## config.mk

```make
export PLATFORM = sky130hd
export DESIGN_NAME = roulette_wheel_selector
export DESIGN_NICKNAME = d
export VERILOG_FILES = /design/src/rtl/rws_pkg.sv /design/src/rtl/rws_ctrl.sv /design/src/rtl/rws_datapath.sv /design/src/rtl/roulette_wheel_selector.sv
export SDC_FILE = /design/constraint.sdc
export NUM_CORES = 2
export LEC_CHECK = 0
export ABC_CLOCK_PERIOD_IN_PS = 17190
export BUFFER_PORTS_ARGS = -buffer_cell sky130_fd_sc_hd__buf_2
export CORE_ASPECT_RATIO = 1.75
export CORE_MARGIN = 1.5
export CORE_UTILIZATION = 60
export DETAILED_ROUTE_END_ITERATION = 10
export GPL_ROUTABILITY_DRIVEN = 0
export PLACE_DENSITY = 0.77
export SYNTH_ARGS = -nofsm -noshare
export SYNTH_HDL_FRONTEND = slang
export SYNTH_SLANG_ARGS = --single-unit
```

## constraint.sdc

```tcl
create_clock -name clk -period 17.19 [get_ports clk]
set_input_delay 2.5785 -clock clk [delete_from_list [all_inputs] [get_ports clk]]
set_output_delay 2.5785 -clock clk [all_outputs]
set_load 0.01 [all_outputs]
```

## src/rtl/rws_pkg.sv

```systemverilog
`timescale 1ns / 1ps

package rws_pkg;

    localparam int POP_DEPTH = 64;
    localparam int IDX_W     = $clog2(POP_DEPTH);
    localparam int CNT_W     = $clog2(POP_DEPTH + 1);

    localparam int FIT_W     = 24;
    localparam int FRAC_W    = 16;
    localparam int TOT_W     = 32;
    localparam int THR_W     = 32;
    localparam int PROD_W    = TOT_W + FRAC_W;
    localparam int POP_W     = 7;
    localparam int FUNC_W    = 2;
    localparam int STATUS_W  = 3;
    localparam int OUT_IDX_W = 6;

    // Running sum of up to POP_DEPTH scores never needs saturation.
    localparam int ACC_W     = FIT_W + CNT_W;
    localparam int CMP_W     = (ACC_W > THR_W) ? ACC_W : THR_W;
    localparam int SPAN_W    = (CNT_W > POP_W) ? CNT_W : POP_W;

    localparam int APB_AW    = 3;
    localparam int APB_DW    = 32;
    localparam logic REG_POP_COUNT = 1'b0;

    localparam logic [TOT_W-1:0] ONE_Q16 = 32'h0001_0000;

    localparam logic [FUNC_W-1:0] FUNC_LOAD   = 2'd0;
    localparam logic [FUNC_W-1:0] FUNC_SELECT = 2'd1;
    localparam logic [FUNC_W-1:0] FUNC_CLEAR  = 2'd2;
    localparam logic [FUNC_W-1:0] FUNC_NONE   = 2'd3;

    localparam logic [STATUS_W-1:0] ST_LOADED   = 3'd0;
    localparam logic [STATUS_W-1:0] ST_WHEEL    = 3'd1;
    localparam logic [STATUS_W-1:0] ST_FALLBACK = 3'd2;
    localparam logic [STATUS_W-1:0] ST_NOPOP    = 3'd3;
    localparam logic [STATUS_W-1:0] ST_FULL     = 3'd4;
    localparam logic [STATUS_W-1:0] ST_CLEARED  = 3'd5;

    typedef struct packed {
        logic accept;
        logic mul;
        logic scan;
        logic push;
    } rws_cmd_t;

    typedef struct packed {
        logic scan_needed;
        logic has_result;
        logic scan_done;
        logic out_free;
    } rws_sts_t;

endpackage

```

## src/rtl/rws_ctrl.sv

```systemverilog
`timescale 1ns / 1ps

module rws_ctrl
    import rws_pkg::*;
(
    input  logic     clk,
    input  logic     rst_n,
    input  logic     in_valid,
    output logic     in_ready,
    input  rws_sts_t sts,
    output rws_cmd_t cmd
);

    typedef enum logic [3:0] {
        S_IDLE = 4'b0001,
        S_MUL  = 4'b0010,
        S_SCAN = 4'b0100,
        S_FIN  = 4'b1000
    } state_t;

    state_t state_reg;
    state_t state_next;

    always_comb
    begin
        state_next = state_reg;
        cmd        = '0;
        in_ready   = 1'b0;
        case (state_reg)
            S_IDLE:
            begin
                in_ready   = 1'b1;
                cmd.accept = in_valid;
                if (in_valid)
                begin
                    if (sts.scan_needed)
                    begin
                        state_next = S_MUL;
                    end
                    else if (sts.has_result)
                    begin
                        state_next = S_FIN;
                    end
                end
            end
            S_MUL:
            begin
                cmd.mul    = 1'b1;
                state_next = S_SCAN;
            end
            S_SCAN:
            begin
                cmd.scan = 1'b1;
                if (sts.scan_done)
                begin
                    state_next = S_FIN;
                end
            end
            S_FIN:
            begin
                // The result waits here until the output register can take it.
                if (sts.out_free)
                begin
                    cmd.push   = 1'b1;
                    state_next = S_IDLE;
                end
            end
            default:
            begin
                state_next = S_IDLE;
            end
        endcase
    end

    always_ff @(posedge clk or negedge rst_n)
    begin
        if (!rst_n)
        begin
            state_reg <= S_IDLE;
        end
        else
        begin
            state_reg <= state_next;
        end
    end

endmodule

```

## src/rtl/rws_datapath.sv

```systemverilog
`timescale 1ns / 1ps

module rws_datapath
    import rws_pkg::*;
(
    input  logic                 clk,
    input  logic                 rst_n,
    input  rws_cmd_t             cmd,
    output rws_sts_t             sts,
    input  logic [FUNC_W-1:0]    func,
    input  logic [FIT_W-1:0]     fitness,
    input  logic [FRAC_W-1:0]    random_fraction,
    input  logic [OUT_IDX_W-1:0] fallback_index,
    input  logic [POP_W-1:0]     population_count,
    output logic                 out_valid,
    input  logic                 out_ready,
    output logic [STATUS_W-1:0]  status,
    output logic [OUT_IDX_W-1:0] chosen_index
);

    logic [FIT_W-1:0]     score_mem [POP_DEPTH];

    logic [CNT_W-1:0]     loaded_count_reg, loaded_count_next;
    logic [TOT_W-1:0]     total_reg, total_next;
    logic [FRAC_W-1:0]    frac_reg;
    logic [CNT_W-1:0]     span_reg;
    logic [THR_W-1:0]     thr_reg;
    logic [CNT_W-1:0]     rd_idx_reg, rd_idx_next;
    logic [FIT_W-1:0]     rdata_reg;
    logic                 chk_valid_reg, chk_valid_next;
    logic [IDX_W-1:0]     chk_idx_reg;
    logic [ACC_W-1:0]     acc_reg, acc_next;
    logic [STATUS_W-1:0]  pend_status_reg, pend_status_next;
    logic [OUT_IDX_W-1:0] pend_index_reg, pend_index_next;
    logic                 out_valid_reg;
    logic [STATUS_W-1:0]  status_reg;
    logic [OUT_IDX_W-1:0] chosen_index_reg;

    logic                 is_load, is_select;
    logic                 store_full, mem_wr;
    logic [TOT_W:0]       total_sum;
    logic [SPAN_W-1:0]    pop_ext, loaded_ext, span_min;
    logic [TOT_W-1:0]     total_eff;
    logic [PROD_W-1:0]    product;
    logic                 issue, hit, last;

    assign is_load    = (func == FUNC_LOAD);
    assign is_select  = (func == FUNC_SELECT);
    assign store_full = (loaded_count_reg == CNT_W'(POP_DEPTH));
    assign mem_wr     = cmd.accept && is_load && !store_full;
    assign total_sum  = {1'b0, total_reg} + (TOT_W + 1)'(fitness);

    assign pop_ext    = SPAN_W'(population_count);
    assign loaded_ext = SPAN_W'(loaded_count_reg);
    assign span_min   = (pop_ext < loaded_ext) ? pop_ext : loaded_ext;

    assign total_eff  = (total_reg < ONE_Q16) ? ONE_Q16 : total_reg;
    assign product    = PROD_W'(total_eff) * PROD_W'(frac_reg);

    // Reads go out one per cycle; the compare stage checks each read in the cycle after it is issued.
    assign issue      = cmd.scan && (rd_idx_reg < span_reg);
    assign acc_next   = acc_reg + ACC_W'(rdata_reg);
    assign hit        = chk_valid_reg && (CMP_W'(acc_next) >= CMP_W'(thr_reg));
    assign last       = chk_valid_reg && (CNT_W'(chk_idx_reg) == span_reg - CNT_W'(1));

    assign sts.scan_needed = is_select && (population_count != '0) && (loaded_count_reg != '0);
    assign sts.has_result  = (func != FUNC_NONE);
    assign sts.scan_done   = hit || last;
    assign sts.out_free    = !out_valid_reg || out_ready;

    always_comb
    begin
        loaded_count_next = loaded_count_reg;
        total_next        = total_reg;
        pend_status_next  = pend_status_reg;
        pend_index_next   = pend_index_reg;
        rd_idx_next       = rd_idx_reg;
        chk_valid_next    = chk_valid_reg;
        if (cmd.accept)
        begin
            pend_index_next = '0;
            case (func)
                FUNC_LOAD:
                begin
                    if (store_full)
                    begin
                        pend_status_next = ST_FULL;
                    end
                    else
                    begin
                        pend_status_next  = ST_LOADED;
                        loaded_count_next = loaded_count_reg + CNT_W'(1);
                        total_next        = total_sum[TOT_W] ? '1 : total_sum[TOT_W-1:0];
                    end
                end
                FUNC_SELECT:
                begin
                    // Fallback stands unless the wheel finds a pick.
                    if (population_count == '0)
                    begin
                        pend_status_next = ST_NOPOP;
                    end
                    else
                    begin
                        pend_status_next = ST_FALLBACK;
                        pend_index_next  = fallback_index;
                    end
                end
                FUNC_CLEAR:
                begin
                    pend_status_next  = ST_CLEARED;
                    loaded_count_next = '0;
                    total_next        = '0;
                end
                default:
                begin
                    pend_status_next = pend_status_reg;
                end
            endcase
        end
        if (cmd.mul)
        begin
            rd_idx_next    = '0;
            chk_valid_next = 1'b0;
        end
        if (cmd.scan)
        begin
            chk_valid_next = issue;
            if (issue)
            begin
                rd_idx_next = rd_idx_reg + CNT_W'(1);
            end
            if (hit)
            begin
                pend_status_next = ST_WHEEL;
                pend_index_next  = OUT_IDX_W'(chk_idx_reg);
            end
        end
    end

    always_ff @(posedge clk)
    begin
        if (mem_wr)
        begin
            score_mem[loaded_count_reg[IDX_W-1:0]] <= fitness;
        end
        rdata_reg <= score_mem[rd_idx_reg[IDX_W-1:0]];
    end

    always_ff @(posedge clk)
    begin
        chk_idx_reg     <= rd_idx_reg[IDX_W-1:0];
        pend_status_reg <= pend_status_next;
        pend_index_reg  <= pend_index_next;
        if (cmd.accept)
        begin
            frac_reg <= random_fraction;
            span_reg <= CNT_W'(span_min);
        end
        if (cmd.mul)
        begin
            thr_reg <= product[PROD_W-1:FRAC_W];
            acc_reg <= '0;
        end
        else if (cmd.scan && chk_valid_reg)
        begin
            acc_reg <= acc_next;
        end
        if (cmd.push)
        begin
            status_reg       <= pend_status_reg;
            chosen_index_reg <= pend_index_reg;
        end
    end

    always_ff @(posedge clk or negedge rst_n)
    begin
        if (!rst_n)
        begin
            loaded_count_reg <= '0;
            total_reg        <= '0;
            rd_idx_reg       <= '0;
            chk_valid_reg    <= 1'b0;
            out_valid_reg    <= 1'b0;
        end
        else
        begin
            loaded_count_reg <= loaded_count_next;
            total_reg        <= total_next;
            rd_idx_reg       <= rd_idx_next;
            chk_valid_reg    <= chk_valid_next;
            if (cmd.push)
            begin
                out_valid_reg <= 1'b1;
            end
            else if (out_ready)
            begin
                out_valid_reg <= 1'b0;
            end
        end
    end

    assign out_valid    = out_valid_reg;
    assign status       = status_reg;
    assign chosen_index = chosen_index_reg;

endmodule

```

## src/rtl/roulette_wheel_selector.sv

```systemverilog
`timescale 1ns / 1ps

// Roulette-wheel selector. A load appends one Q8.16 score to a 64-entry store and adds it to
// a saturating 32-bit total; a clear empties the store; a select forms the threshold
// max(total, 1.0) * fraction and scans the stored scores in order for the first prefix sum
// that reaches it, returning the fallback index when no score decides and index 0 when
// population_count is zero; a load into a full store is refused with status FULL. A select
// forms the threshold in a multiply step, then walks the score store through its single read
// port one entry a cycle. The output register holds a finished result while the next item is
// taken; population_count is written through the APB port at any address with paddr[2] low.
module roulette_wheel_selector
    import rws_pkg::*;
(
    input  logic                 clk,
    input  logic                 rst_n,
    input  logic                 psel,
    input  logic                 penable,
    input  logic                 pwrite,
    input  logic [APB_AW-1:0]    paddr,
    input  logic [APB_DW-1:0]    pwdata,
    output logic [APB_DW-1:0]    prdata,
    output logic                 pready,
    input  logic                 in_valid,
    output logic                 in_ready,
    input  logic [FUNC_W-1:0]    func,
    input  logic [FIT_W-1:0]     fitness,
    input  logic [FRAC_W-1:0]    random_fraction,
    input  logic [OUT_IDX_W-1:0] fallback_index,
    output logic                 out_valid,
    input  logic                 out_ready,
    output logic [STATUS_W-1:0]  status,
    output logic [OUT_IDX_W-1:0] chosen_index
);

    logic [POP_W-1:0] population_count_reg;
    logic             reg_sel;
    rws_cmd_t         cmd;
    rws_sts_t         sts;

    assign pready  = 1'b1;
    assign reg_sel = (paddr[APB_AW-1] == REG_POP_COUNT);
    assign prdata  = reg_sel ? APB_DW'(population_count_reg) : '0;

    always_ff @(posedge clk or negedge rst_n)
    begin
        if (!rst_n)
        begin
            population_count_reg <= '0;
        end
        else if (psel && penable && pwrite && pready && reg_sel)
        begin
            population_count_reg <= pwdata[POP_W-1:0];
        end
    end

    rws_ctrl u_ctrl (
        .clk      (clk),
        .rst_n    (rst_n),
        .in_valid (in_valid),
        .in_ready (in_ready),
        .sts      (sts),
        .cmd      (cmd)
    );

    rws_datapath u_datapath (
        .clk              (clk),
        .rst_n            (rst_n),
        .cmd              (cmd),
        .sts              (sts),
        .func             (func),
        .fitness          (fitness),
        .random_fraction  (random_fraction),
        .fallback_index   (fallback_index),
        .population_count (population_count_reg),
        .out_valid        (out_valid),
        .out_ready        (out_ready),
        .status           (status),
        .chosen_index     (chosen_index)
    );

    // A new result must never overwrite one that has not been transferred.
    assert property (@(posedge clk) disable iff (!rst_n)
        cmd.push |-> (!out_valid || out_ready))
        else $error("result pushed over a pending output");

    // No item is taken while a select is still computing.
    assert property (@(posedge clk) disable iff (!rst_n)
        in_ready |-> !(cmd.scan || cmd.mul))
        else $error("input ready during select processing");

    // A wheel pick always lies inside the population.
    assert property (@(posedge clk) disable iff (!rst_n)
        cmd.push |=> (status != ST_WHEEL || chosen_index < population_count_reg))
        else $error("wheel pick outside population");

endmodule

```

Word-level counts from Yosys, hierarchy flattened
Memories as Yosys holds them, arrays and structs flattened. A register that Yosys moved wholly into a read port is not among the register bits. Index checks and enable logic that the tools add are counted. W data, S select, Z words.

$mul: 1. Add/sub/neg operators: 5. Multiplexer cells: 40. Reduce and logical (&&, ||, !) cells: 24. $lt $le $gt $ge: 4. Eq/ne operators: 14. Bitwise operators: 1.

Operators by type and width (count): $mux W32 (3); $pmux W32 S2 (1); $mul A32 B16 Y48 (1); $mux W7 (6); $add A32 B24 Y33 (1); $ge A31 B32 Y1 (1); $lt A32 B17 Y1 const B (1); $add A31 B24 Y31 (1); $mux W6 (5); $mux W4 (5); $pmux W4 S4 (1); $add A7 B1 Y7 const B (2); $lt A7 B7 Y1 (2); $pmux W7 S2 (1); $reduce_bool A7 Y1 (2); $mux W1 (13); $mux W3 (4); $logic_and A1 B1 Y1 (11); $ne A2 B2 Y1 const B (5); $pmux W3 S3 (1); $eq A6 B7 Y1 (1); $eq A7 B7 Y1 const B (1); $logic_not A7 Y1 (1); $sub A7 B1 Y7 const B (1); other kinds (14) (18).

Memories kept: 1. Word-level logic and storage cells: 106. Output and inout bits: 44. RAM bits: 1536. Flip-flop bits (word level): 169. Input bits: 90.

Memory list: u_datapath.score_mem (depth 64, width 24, read ports 1, clocked after memory_dff 1, wr ports 1, line rws_datapath.sv:21) `logic [FIT_W-1:0] score_mem [POP_DEPTH];`.

Depth between registers and ports, before layout
Depth in word-level cells: 6. Gate-level depth with buffers: 28.

Hierarchy
Synthesis repeated with hierarchy kept, for this count alone.

Cells, all modules: 5221. Area, all modules: 85189.2 um2.

Modules (own cells, without submodules): rws_datapath (area each 84303.4 um2, instances 1, seq. area each 50648.6 um2, cells each 5139); roulette_wheel_selector (area each 541.8 um2, instances 1, seq. area each 175.2 um2, cells each 50); rws_ctrl (area each 344.1 um2, instances 1, seq. area each 101.3 um2, cells each 32).

Least setup slack after synthesis
No wires, ideal clock.

Kind: flip-flop to flip-flop. Start point: register u_datapath.total_reg[23]. End point: register u_datapath.thr_reg[25] (data pin). Required time: 16932 ps. Stages on the path, launching flop included: 27. Path buffers: 3. Library setup time: 258 ps. Slack: 10361 ps. Data arrival time: 6571 ps. Cell sequence: dfrtp_1 > buf_6 > nor4_4 > nand4_4 > clkbuf_1 > clkbuf_1 > and3_1 > fa_1 > inv_1 > fa_1 > fa_1 > inv_1 > fa_1 > fa_1 > inv_1 > fa_1 > inv_1 > ha_1 > o21ai_1 > a22oi_1 > o21ai_1 > a31oi_1 > a31oi_1 > o31ai_1 > a31o_2 > a21oi_2 > xnor2_1.

Word-level cells in the longest chain between the ends: 3.

Ends and longest elaborated chain: start: declaration (line rws_datapath.sv:24) `logic [TOT_W-1:0] total_reg, total_next;`; start signal: assignment (line rws_datapath.sv:189) `total_reg <= total_next;`; $lt A32 B17 Y1 (line rws_datapath.sv:57) `assign total_eff = (total_reg < ONE_Q16) ? ONE_Q16 : total_reg;`; $mux W32 (*) (line rws_datapath.sv:57); $mul A32 B16 Y48 (*) (line rws_datapath.sv:58) `assign product = PROD_W'(total_eff) * PROD_W'(frac_reg);`; net u_datapath.product[41] (line rws_datapath.sv:44) `logic [PROD_W-1:0] product;`; end signal: assignment (line rws_datapath.sv:162) `thr_reg <= product[PROD_W-1:FRAC_W];`; end: declaration (line rws_datapath.sv:27) `logic [THR_W-1:0] thr_reg;`.

Mark *: on every way through the listed nets, which the timed path passes. The rest lies on a longest branch. A chain may end at the register's enable or synchronous reset.

Worst setup path after layout
Start point: register u_datapath.total_reg[22]. End point: register u_datapath.thr_reg[30] (data pin).

The elaborated chain is that of the path after synthesis.

==> flow_summary.json <==
{
  "final_nets": 6358,
  "crit_buf_inv": 4,
  "synth_simple_gate_area_share_pct": 5.840,
  "largest_net_degree_at_the_start_of_global_routing": 112,
  "power.static_leakage_uw": 0.03339,
  "worst_slew_pin_slew_ns": 1.198,
  "period_needed_ns": 9.704,
  "synth-edff-count": 1600,
  "initial_antenna_violation_count": 6,
  "vias_per_cell": 6.408,
  "total_wirelength_mm": 213.8,
  "final_layout_size_suffix_gt1_share_pct": 16.40,
  "netlist.top_cell.by_area": "edfxtp_1",
  "max_clock_freq_mhz": 103.0,
  "synth.top_cell.area_share_pct": 56.32,
  "register_clock_pin_slew_on_the_reported_worst_setup_and_hold_paths_ns": 0.07,
  "clk_path_buf_depth": 3,
  "critical_path.max_stage_delay_ns": 0.96,
  "setup_repair_after_global_routing_missed_its_margin": "false",
  "path_depth": 24,
  "synth_xor_xnor_area_share_pct": 0.9650,
  "place_hpwl_mm": 139.1,
  "criticalPathCategory": "reg2reg",
  "post-cts-setup-buffer-count": 0,
  "top_level_ports": 134,
  "min_period_over_period_pct": 56.45,
  "power.combinational.fraction_pct": 42.6,
  "first_pass_grt_wire_length_mm": 319.6,
  "wire_per_inst_um": 28.14,
  "worstRegToRegCells": 24,
  "synth_area_in_compound_gates_pct": 4.858,
  "cpMostUsedCell": "fa_1",
  "switch_share_pct": 36.38,
  "dieArea_mm2": 0.1445,
  "fin_skew_ns": 0.02946,
  "yosysWarningCount": 0,
  "cp_data_required_time_ns": 17.71,
  "detail_route.drc_violations": 0,
  "placement.io_buffers": 80,
  "synth_flop_cell": "edfxtp_1",
  "floorplan.die.width_um": 288.0,
  "syn-cell-area_mm2": 0.08531,
  "worstPathMaxFanout": 111,
  "min-delay-start": "u_datapath.rd_idx_reg[5]",
  "floorplan.initialDensity_pct": 60.62,
  "largest_reg_flops": 1536,
  "worstPathCellList": "nor4_4, nand4_4, buf_4, and2_1, nand2_1, fa_1, inv_1, fa_1, fa_1, fa_1, fa_1, inv_1, fa_1, inv_1, ha_1, a211oi_1, nor2_1, o41ai_1, o211ai_1, a22oi_1, o21ai_1, o41ai_4, o21bai_1, xor2_1",
  "post_cts.resized_instances": 0,
  "die_h_um": 501.8,
  "timing.setup.tns_ns": 0,
  "hold_path_class": "reg2reg",
  "report.final.slew_viol_count": 0,
  "post_synth.cell_area_avg_um2": 15.40,
  "num-fill-cells": 9495,
  "grt_remaining_overflow": 0,
  "power_report.internal_total_uw": 9327,
  "timing.critical_path.slowest_stage_cell": "o41ai_1",
  "post-route-util_pct": 66.14,
  "pwr-share-seq_pct": 34.1,
  "status": "complete, no violations",
  "cts_tree": "done",
  "worst_ir_drop_vdd_v": 0.0001591,
  "cts_root_buf": "clkbuf_16",
  "cts-hold-fix-buffers": 0,
  "worstPathArrival_ns": 10.22,
  "drv.max_cap_violation_count": 0,
  "power_density_mw_per_mm2": 157.5,
  "clock_power_share_pct": 23.3,
  "grtUsageTotal_pct": 30.35,
  "final-setup-viol-count": 0,
  "number_of_rows_created_at_floorplan": 182,
  "crit_family": "adder cells",
  "area_inside_the_core_boundary_mm2": 0.1407,
  "slew_headroom_pct": 19.10,
  "ys_seq_area_share_pct": 59.69,
  "drt.antenna.violating_nets": 0,
  "worst_setup_path_end_kind": "flop",
  "netlist-cell-type-count": 85,
  "area_growth_pct": 9.101,
  "synth_async_sr_flop_share_pct": 3.412,
  "largest_family_of_logic_cells_by_synthesized_area": "adder cells",
  "drt_first_pass_iters": 8,
  "worstSkewPairLatency_ns": 0.78,
  "synthTopCellsByArea": "edfxtp_1 56%, fa_1 9.8%, mux4_2 8.8%",
  "initialDrtViolationCount": 4228,
  "hold_viol_final": 0,
  "ys_seq_elements": 1729,
  "synthesized_netlist_cell_count": 5538,
  "worst_setup_path_start_kind": "flop",
  "timing.critical_path.from": "u_datapath.total_reg[22]",
  "startpoint_of_the_lowest_slack_register_to_register_path": "u_datapath.total_reg[22]",
  "vias": 48700,
  "total_switching_power_uw": 5335,
  "hold-path-cell-count": 0,
  "muxShareOfSynthArea_pct": 11.88,
  "tritoncts.num_buffers": 150,
  "cts.sink_count": 1729,
  "post_synth_fa_ha_maj_area_fraction_pct": 12.94,
  "h-tree-depth": 4,
  "grt_pass1_vias": 51700
}
==> power groups by stage <==
| stage | combinational (uW) | clock (uW) | sequential (uW) |
|---|---|---|---|
| after floorplan | 4600 | 0 | 4980 |
| after global placement | 6060 | 0 | 5080 |
| after detailed placement | 6110 | 0 | 5090 |
| after CTS | 6260 | 3450 | 5000 |
| after global routing | 6930 | 3590 | 5010 |
| final | 6240 | 3420 | 5000 |
==> layout by cell type (no fill, tap or decap), types with 56 or more instances in the layout <==
master | Yosys | final
mux4_2 | 335 | 335
nor2_1 | 135 | 70
buf_4 | 38 | 154
dfxtp_1 | 70 | 70
nand2_1 | 487 | 486
xnor2_1 | 58 | 58
mux2i_1 | 182 | 182
o21ai_0 | 107 | 107
buf_2 | 49 | 80
o221ai_1 | 57 | 57
o22ai_1 | 56 | 56
clkbuf_16 | 0 | 153
fa_1 | 419 | 419
a21oi_1 | 199 | 199
nor2_2 | 1 | 63
ha_1 | 212 | 212
mux2_2 | 61 | 61
and2_1 | 108 | 107
inv_1 | 496 | 496
and3_1 | 136 | 136
edfxtp_1 | 1600 | 1600
==> cells in the mapped netlist, types with 55 or more instances <==
master,instances
o22ai_1,56
a21oi_1,199
and2_1,108
mux2i_1,182
dfxtp_1,70
a21o_1,55
and3_1,136
inv_1,496
edfxtp_1,1600
ha_1,212
dfrtp_1,58
xnor2_1,58
nand2_1,487
mux2_2,61
o21ai_0,107
clkbuf_1,205
mux4_2,335
nor2_1,135
o221ai_1,57
fa_1,419
==> kinds of logic after synthesis <==
kind of cell    Yosys count
compound gates          643
fa+ha+maj               631
buf+inv                 811
xor+xnor                 94
simple gates           1043
mux                     585
other cells               2
flops                  1729
==> layer usage <==
metal	track usage, %	share of wire [%]	wire, um
met5	0	0.015	33
met4	17.40	6.3	13510
met3	4.487	6.5	13940
met2	54.80	54	115100
met1	34.01	33	71250
==> worst register-to-register path: cells and delay by family (launching register included) <==
kind | cells | cell delay, ns
AO/OA/AOI/OAI | 7 | 2.61
XOR/XNOR | 1 | 0.15
adder cells (fa/ha/maj) | 7 | 3.35
buffers and inverters | 4 | 0.90
flip-flops | 1 | 0.95
AND/OR/NAND/NOR | 5 | 1.46
==> final cells by class <==
class                   instances  area (um2)  share of cell area [%]
inverters                     498        1869                   2.008
multi-input cells            3022       31420                   33.75
well taps                    1840        2302                   2.474
clock inverters                74       883.3                  0.9491
flip-flops and latches       1729       50940                   54.73
repair buffers                236        1597                   1.715
clock buffers                 198        4058                   4.360
diodes                          3       7.507                0.008066
==> final timing paths <==
kind / endpoint / slack [ns]
setup / recovery: u_datapath.thr_reg[30] / 7.49
hold / removal: u_datapath.chk_idx_reg[5] / 0.41
hold reg to reg: u_datapath.chk_idx_reg[5] / 0.41
max in group asynchronous: u_datapath.rd_idx_reg[0] / 14.43
setup reg to reg: u_datapath.thr_reg[30] / 7.49
min in group asynchronous: u_datapath.total_reg[28] / 2.04
==> per-stage QoR <==
stage          setup WS (ns)  power, uW  instance area, um2  instances  hold slack (ns)
5_1_grt                7.185      15530               93070       7598           0.4181
3_3_place_gp           7.971      11140               88130       7325           0.3847
2_1_floorplan          10.36       9573               85400       5562           0.3684
4_1_cts                7.797      14710               93070       7597           0.4070
6_report               7.486      14660               93070       7600           0.4066
3_5_place_dp           7.863      11200               88130       7325           0.3923
No activity file was read; power rests on OpenSTA's default activity.
